<file path="src/hw/rtl/fdr_pkg.sv">
// shared constants for the fresnel dielectric reflectance pipeline
package fdr_pkg;

  localparam int unsigned ONE_Q14 = 16384;
  localparam int unsigned ONE_Q12 = 4096;
  localparam int unsigned ONE_Q15 = 32768;

  // radicand and root widths of the square root unit
  localparam int unsigned X_W    = 60;
  localparam int unsigned ROOT_W = 30;

  // operand widths of the two ratio dividers
  localparam int unsigned PAR_W  = 47;
  localparam int unsigned PERP_W = 31;

  // ratio width in q16, up to and including 1.0
  localparam int unsigned Q_W = 17;

endpackage

</file>
<file path="src/hw/rtl/fdr_sqrt.sv">
// pipelined integer square root, one root bit per stage
module fdr_sqrt
  import fdr_pkg::*;
#(
  parameter int unsigned XW     = X_W,
  parameter int unsigned SIDE_W = 1
) (
  input  logic                clk,
  input  logic                rst_n,
  input  logic                en,
  input  logic                vld_in,
  input  logic [XW-1:0]       x_in,
  input  logic [SIDE_W-1:0]   side_in,
  output logic                vld_out,
  output logic [XW/2-1:0]     root_out,
  output logic [SIDE_W-1:0]   side_out
);

  localparam int unsigned RW    = XW / 2;
  localparam int unsigned REM_W = RW + 3;

  logic              vld_r  [0:RW];
  logic [XW-1:0]     x_r    [0:RW];
  logic [RW-1:0]     root_r [0:RW];
  logic [REM_W-1:0]  rem_r  [0:RW];
  logic [SIDE_W-1:0] side_r [0:RW];

  // stage zero is the input itself
  always_comb begin
    vld_r[0]  = vld_in;
    x_r[0]    = x_in;
    root_r[0] = '0;
    rem_r[0]  = '0;
    side_r[0] = side_in;
  end

  for (genvar i = 0; i < RW; i++) begin : g_stage
    logic [REM_W-1:0] rem_sh;
    logic [REM_W-1:0] trial;
    logic             take;

    // bring down two radicand bits and try the next root bit
    always_comb begin
      rem_sh = {rem_r[i][REM_W-3:0], x_r[i][XW-1:XW-2]};
      trial  = {1'b0, root_r[i], 2'b01};
      take   = rem_sh >= trial;
    end

    always_ff @(posedge clk) begin
      if (!rst_n) begin
        vld_r[i+1] <= 1'b0;
      end else if (en) begin
        vld_r[i+1] <= vld_r[i];
      end
      if (en) begin
        x_r[i+1]    <= {x_r[i][XW-3:0], 2'b00};
        root_r[i+1] <= {root_r[i][RW-2:0], take};
        rem_r[i+1]  <= take ? rem_sh - trial : rem_sh;
        side_r[i+1] <= side_r[i];
      end
    end
  end

  assign vld_out  = vld_r[RW];
  assign root_out = root_r[RW];
  assign side_out = side_r[RW];

endmodule

</file>
<file path="config.mk">
export PLATFORM = sky130hd
export DESIGN_NAME = fdr_sqrt
export DESIGN_NICKNAME = d
export VERILOG_FILES = /design/src/hw/rtl/fdr_pkg.sv /design/src/hw/rtl/fdr_sqrt.sv
export SDC_FILE = /design/constraint.sdc
export NUM_CORES = 2
export LEC_CHECK = 0
export BUFFER_PORTS_ARGS = -buffer_cell sky130_fd_sc_hd__clkbuf_2
export CAP_MARGIN = 20
export CORE_MARGIN = 1
export CORE_UTILIZATION = 60
export DETAILED_ROUTE_END_ITERATION = 8
export HOLD_SLACK_MARGIN = 0.08
export PLACE_DENSITY = 0.84
export SYNTH_ARGS = -nofsm -noshare
export SYNTH_HDL_FRONTEND = slang
export SYNTH_SLANG_ARGS = --single-unit
</file>
<file path="constraint.sdc">
create_clock -name clk -period 7.35 [get_ports clk]
set_clock_uncertainty 0.05 [all_clocks]
set_input_delay 1.1025 -clock clk [delete_from_list [all_inputs] [get_ports clk]]
set_output_delay 1.1025 -clock clk [all_outputs]
set_load 0.01 [all_outputs]
</file>
== After elaboration in Yosys (flattened, before gate mapping) ==
Index checks and enable logic that the tools add are counted.

* Register bits: 2266
* Output and inout port bits: 32

* $add $sub $neg: 29
* $lt $le $gt $ge: 30
* Multiplexer cells: 29

{| class="wikitable"
|+ Operators with widths
! cell !! number
|-
| 31-bit 2-to-1 mux || 28
|-
| 33-bit by 10-bit greater-or-equal comparator with 1-bit output || 1
|-
| 33-bit by 11-bit greater-or-equal comparator with 1-bit output || 1
|-
| 33-bit by 12-bit greater-or-equal comparator with 1-bit output || 1
|-
| 33-bit by 13-bit greater-or-equal comparator with 1-bit output || 1
|-
| 33-bit by 14-bit greater-or-equal comparator with 1-bit output || 1
|-
| 33-bit by 15-bit greater-or-equal comparator with 1-bit output || 1
|-
| 33-bit by 16-bit greater-or-equal comparator with 1-bit output || 1
|-
| 33-bit by 17-bit greater-or-equal comparator with 1-bit output || 1
|-
| 33-bit by 18-bit greater-or-equal comparator with 1-bit output || 1
|-
| 33-bit by 19-bit greater-or-equal comparator with 1-bit output || 1
|-
| 33-bit by 20-bit greater-or-equal comparator with 1-bit output || 1
|-
| 33-bit by 21-bit greater-or-equal comparator with 1-bit output || 1
|-
| 33-bit by 22-bit greater-or-equal comparator with 1-bit output || 1
|-
| 33-bit by 23-bit greater-or-equal comparator with 1-bit output || 1
|-
| 33-bit by 24-bit greater-or-equal comparator with 1-bit output || 1
|-
| 33-bit by 25-bit greater-or-equal comparator with 1-bit output || 1
|-
| 33-bit by 26-bit greater-or-equal comparator with 1-bit output || 1
|-
| 33-bit by 27-bit greater-or-equal comparator with 1-bit output || 1
|-
| 33-bit by 28-bit greater-or-equal comparator with 1-bit output || 1
|-
| 33-bit by 29-bit greater-or-equal comparator with 1-bit output || 1
|-
| 33-bit by 3-bit greater-or-equal comparator with 1-bit output || 1
|-
| 33-bit by 30-bit greater-or-equal comparator with 1-bit output || 1
|-
| 33-bit by 31-bit greater-or-equal comparator with 1-bit output || 1
|-
| 37 further kinds || 37
|}

== Longest topological paths before layout ==
* Word-level depth: 2
* Mapped depth: 14
* Mapped depth without buffers: 12

== Least setup slack after synthesis ==
OpenSTA, ideal clock, no wires.

* Path kind: register to register
* Start point: reg rem_r, in the netlist g_stage[8].rem_sh[10]
* End point: reg rem_r, in the netlist g_stage[9].rem_sh[7], data pin
* Setup time: 0.260 ns
* Data arrival time: 3.085 ns
* Required time: 7.040 ns
* Slack: 3.955 ns
* Stages on the path, launching flop included: 9
* Path buffers: 1
* Period minus slack after synthesis: 3.395 ns
* Cells stage by stage: edfxtp_1 > or3_4 > or4_4 > or3_4 > or4_4 > o31a_1 > o211ai_2 > buf_2 > mux2_2

* Word-level cells in the longest chain between the ends: 2

{| class="wikitable"
|+ RTL lines
! element !! RTL line !! RTL
|-
| from (decl) || fdr_sqrt.sv:25 || <nowiki>logic [REM_W-1:0] rem_r [0:RW];</nowiki>
|-
| from (signal, indexed assignment) || fdr_sqrt.sv:58 || <nowiki>rem_r[i+1] <= take ? rem_sh - trial : rem_sh;</nowiki>
|-
| 33-bit by 10-bit greater-or-equal comparator with 1-bit output || fdr_sqrt.sv:46 || <nowiki>take = rem_sh >= trial;</nowiki>
|-
| 31-bit 2-to-1 mux || fdr_sqrt.sv:58 ||
|}

No other way between the ends.
A chain may end at the register's enable or synchronous reset.

== Worst setup path after layout ==
* Start point: reg rem_r, in the netlist g_stage[16].rem_sh[5]
* End point: reg rem_r, in the netlist g_stage[17].rem_sh[26], data pin

* Word-level cells in the longest chain between the ends: 2

{| class="wikitable"
|+ RTL lines
! element !! RTL line
|-
| 31-bit by 18-bit subtractor with 31-bit output or 33-bit by 18-bit greater-or-equal comparator with 1-bit output (tied branches) || fdr_sqrt.sv:58, fdr_sqrt.sv:46
|-
| 31-bit 2-to-1 mux (*) || fdr_sqrt.sv:58
|}

Mark *: on every way between the ends. The rest lies on a longest branch, timed or not.

==> results.sh <==
export IMPL_synth_flop_cell="edfxtp_1"
export IMPL_grt_pass1_wl_um=325000
export IMPL_diodes=0
export IMPL_dp_slack_ns=2.85
export IMPL_tightestPinTransition_ns=1.17
export IMPL_synth_edf_count=2220
export IMPL_die_h_um=418
export IMPL_grt_pass1_vias=61000
export IMPL_r2r_start="g_stage[16].rem_sh[5]"
export IMPL_drcViolationCount=0
export IMPL_vias=62000
export IMPL_dpl_cell_area_um2=107000
export IMPL_synthCells=7978
export IMPL_ys_seq_area_frac=0.648
export IMPL_worstSetupEndpointType="register"
export IMPL_criticalPathCategory="register to register"
export IMPL_syn_area_per_cell_um2=13.0
export IMPL_r2r_end="g_stage[17].rem_sh[26]"
export IMPL_cp_data_arrival_time_ns=5.08
export IMPL_track_usage=0.236
export IMPL_hold_buffers=0
export IMPL_hold_path_end="x_r[1684]"
export IMPL_place_hpwl_um=146000
export IMPL_die_area_um2=175000
export IMPL_routed_wl_um=207000
export IMPL_ir_drop_v=0.000256
export IMPL_fmax_ghz=0.220
export IMPL_postCtsResizedCells=0
export IMPL_worst_setup_path_start_kind="register"
export IMPL_grt_max_degree=186
export IMPL_synthToLayoutAreaGrowth_pct=10.2
export IMPL_antenna_found_initial=2
export IMPL_post_cts_setup_buffer_count=0
export IMPL_ys_warnings_count=0
export IMPL_globalplace_congestion=0.956
export IMPL_tns_ns=0
export IMPL_ant_nets=0
export IMPL_synth_area_um2=104000
export IMPL_fin_crit_sh=0.618
export IMPL_holdPathStages=0
export IMPL_die_w_um=418
export IMPL_yosys_top_cells_count="2220 x edfxtp_1, 626 x nand2_1, 611 x inv_1"
export IMPL_cp_max_fo=21
export IMPL_min_from="x_r[1742]"
export IMPL_status="finished, final reports clean"
export IMPL_synth_fp_nets=8539
export IMPL_wl_per_cell_um=19.4
export IMPL_tritoncts_num_buffers=219
export IMPL_clock_latency_ns=0.86
export IMPL_cts_clk_slew_worst_paths_ns=0.06
export IMPL_ios=97
export IMPL_rrSetupSlack_ns=2.81
export IMPL_hold_viol=0
export IMPL_synth_area_leaders="edfxtp_1 64%, ha_1 6.0%, xnor2_1 3.1%"
export IMPL_slew_viol_final=0
export IMPL_grt_ovfl_total=0
export IMPL_synth_top_cell_area_share=0.643
export IMPL_required_ns=7.89
export IMPL_final_net_count=8734
export IMPL_setup_viol=0
export IMPL_stdcell_area_um2=114000
export IMPL_slew_headroom=0.222
export IMPL_drive_gt1_frac=0.0714
export IMPL_synth_seq_cells=2250
export IMPL_reg2reg_depth=11
export IMPL_drt_iter0_markers=5190
export IMPL_cts_tree="yes"
export IMPL_htreeDepth=4
export IMPL_viasPerCell=5.82
export IMPL_numPortBuffers=96
export IMPL_rows=152
export IMPL_ys_types=92
export IMPL_timing_final_ws_setup_ns=2.81
export IMPL_fin_crit_ns=4.54
export IMPL_yosysTopAreaCell="edfxtp_1"
export IMPL_cts_sinks=2250
export IMPL_power_leakage_nw=43.4
export IMPL_clk_path_buf_depth=3
export IMPL_hold_class="register to register"
export IMPL_cts_root_buffer="clkbuf_16"
export IMPL_yosysMostFrequentCell="edfxtp_1"
export IMPL_synthArstFlopShare=0
export IMPL_rsz0062_at_grt="no"
export IMPL_start_util=0.604
export IMPL_power_density_nw_per_um2=309
export IMPL_firstDrtPassIters=6
export IMPL_core_region_area_um2=172000
export IMPL_drv_cap=0
[where the power goes]
| group | switching [mW] | internal, mW |
|---|---|---|
| Clock | 4.76 | 6.41 |
| Sequential | 1.09 | 16.2 |
| Combinational | 4.04 | 2.83 |
| Total | 9.89 | 25.4 |
[registers in the layout, summed over array words and instances, names as in the netlist]
register and count:
g_stage.rem_sh 913, g_stage.trial 435, root_out 30, side_out 1
side_r 29, vld_out 1, vld_r 29, x_r 812
[layout make-up]
class	instances	area [um^2]
clock buffer	260	5750
clock inverter	148	1470
fill	12100	57500
inverter	613	2300
multi-input combinational	4944	33600
sequential	2250	67300
tap	2310	2890
timing repair buffer	145	1020
[cells in the final DEF (no fill, tap or decap), types with 45 or more instances in the layout]
| master | n |
|---|---|
| nand3_1 | 117 |
| xor2_1 | 362 |
| nand2_1 | 626 |
| ha_1 | 496 |
| a21o_1 | 199 |
| nand2b_1 | 97 |
| or3_1 | 86 |
| xnor2_1 | 362 |
| nor4_1 | 102 |
| o21a_1 | 78 |
| o21ai_0 | 512 |
| clkbuf_2 | 96 |
| nor2_1 | 385 |
| clkbuf_16 | 224 |
| edfxtp_1 | 2220 |
| or4_1 | 47 |
| nor2b_1 | 93 |
| mux2i_1 | 46 |
| nor3_1 | 199 |
| a21oi_1 | 402 |
| inv_1 | 611 |
| nand4_1 | 88 |
| o31ai_1 | 45 |
[worst max path at each step]
stage | from | endpoint | slack [ns]
finish | g_stage[16].rem_sh[5] | g_stage[17].rem_sh[26] | 2.81
global route | g_stage[16].rem_sh[5] | g_stage[17].rem_sh[26] | 2.42
CTS | g_stage[16].rem_sh[5] | g_stage[17].rem_sh[26] | 2.82
detailed placement | g_stage[16].rem_sh[5] | g_stage[17].rem_sh[26] | 2.85
global placement | g_stage[16].rem_sh[5] | g_stage[17].rem_sh[26] | 2.81
floorplan | g_stage[8].rem_sh[10] | g_stage[9].rem_sh[7] | 3.96
[routing by layer]
metal	GRT usage	share of wire	vias up
li1	-	-	29900
met1	0.297	0.42	30100
met2	0.415	0.51	1641
met3	0.0319	0.043	431
met4	0.0840	0.032	2
met5	0	0.000063	-
[through the flow]
stage / total power [mW] / utilization / instances / hold WS, ns
5_1_grt: 36.9 / 0.665 / 10700 / 0.318
6_report: 35.3 / 0.665 / 10700 / 0.362
3_5_place_dp: 24.3 / 0.623 / 10300 / 0.355
3_3_place_gp: 24.1 / 0.623 / 10300 / 0.350
2_1_floorplan: 22.0 / - / 7978 / 0.350
4_1_cts: 35.5 / 0.665 / 10700 / 0.293
[worst max-delay path, stage by stage, from the launching register on]
cell and delay [ns]:
edfxtp_1 0.42, ha_1 0.39, a211oi_1 0.30, o21ai_0 0.15, o221a_2 0.28, o311a_1 0.41
a21oi_1 0.29, and3_1 0.78, inv_1 0.64, nand2b_1 0.33, nor4_1 0.10, xor2_1 0.15
[kinds of logic after synthesis]
logic type | synth area share
AO/OA/AOI/OAI | 0.0943
XOR/XNOR | 0.0611
adder cells (fa/ha/maj) | 0.0598
buffers and inverters | 0.0285
flip-flops | 0.648
multiplexers | 0.00856
other | 0.0000361
AND/OR/NAND/NOR | 0.0994
(Power assumes the default switching activity.)
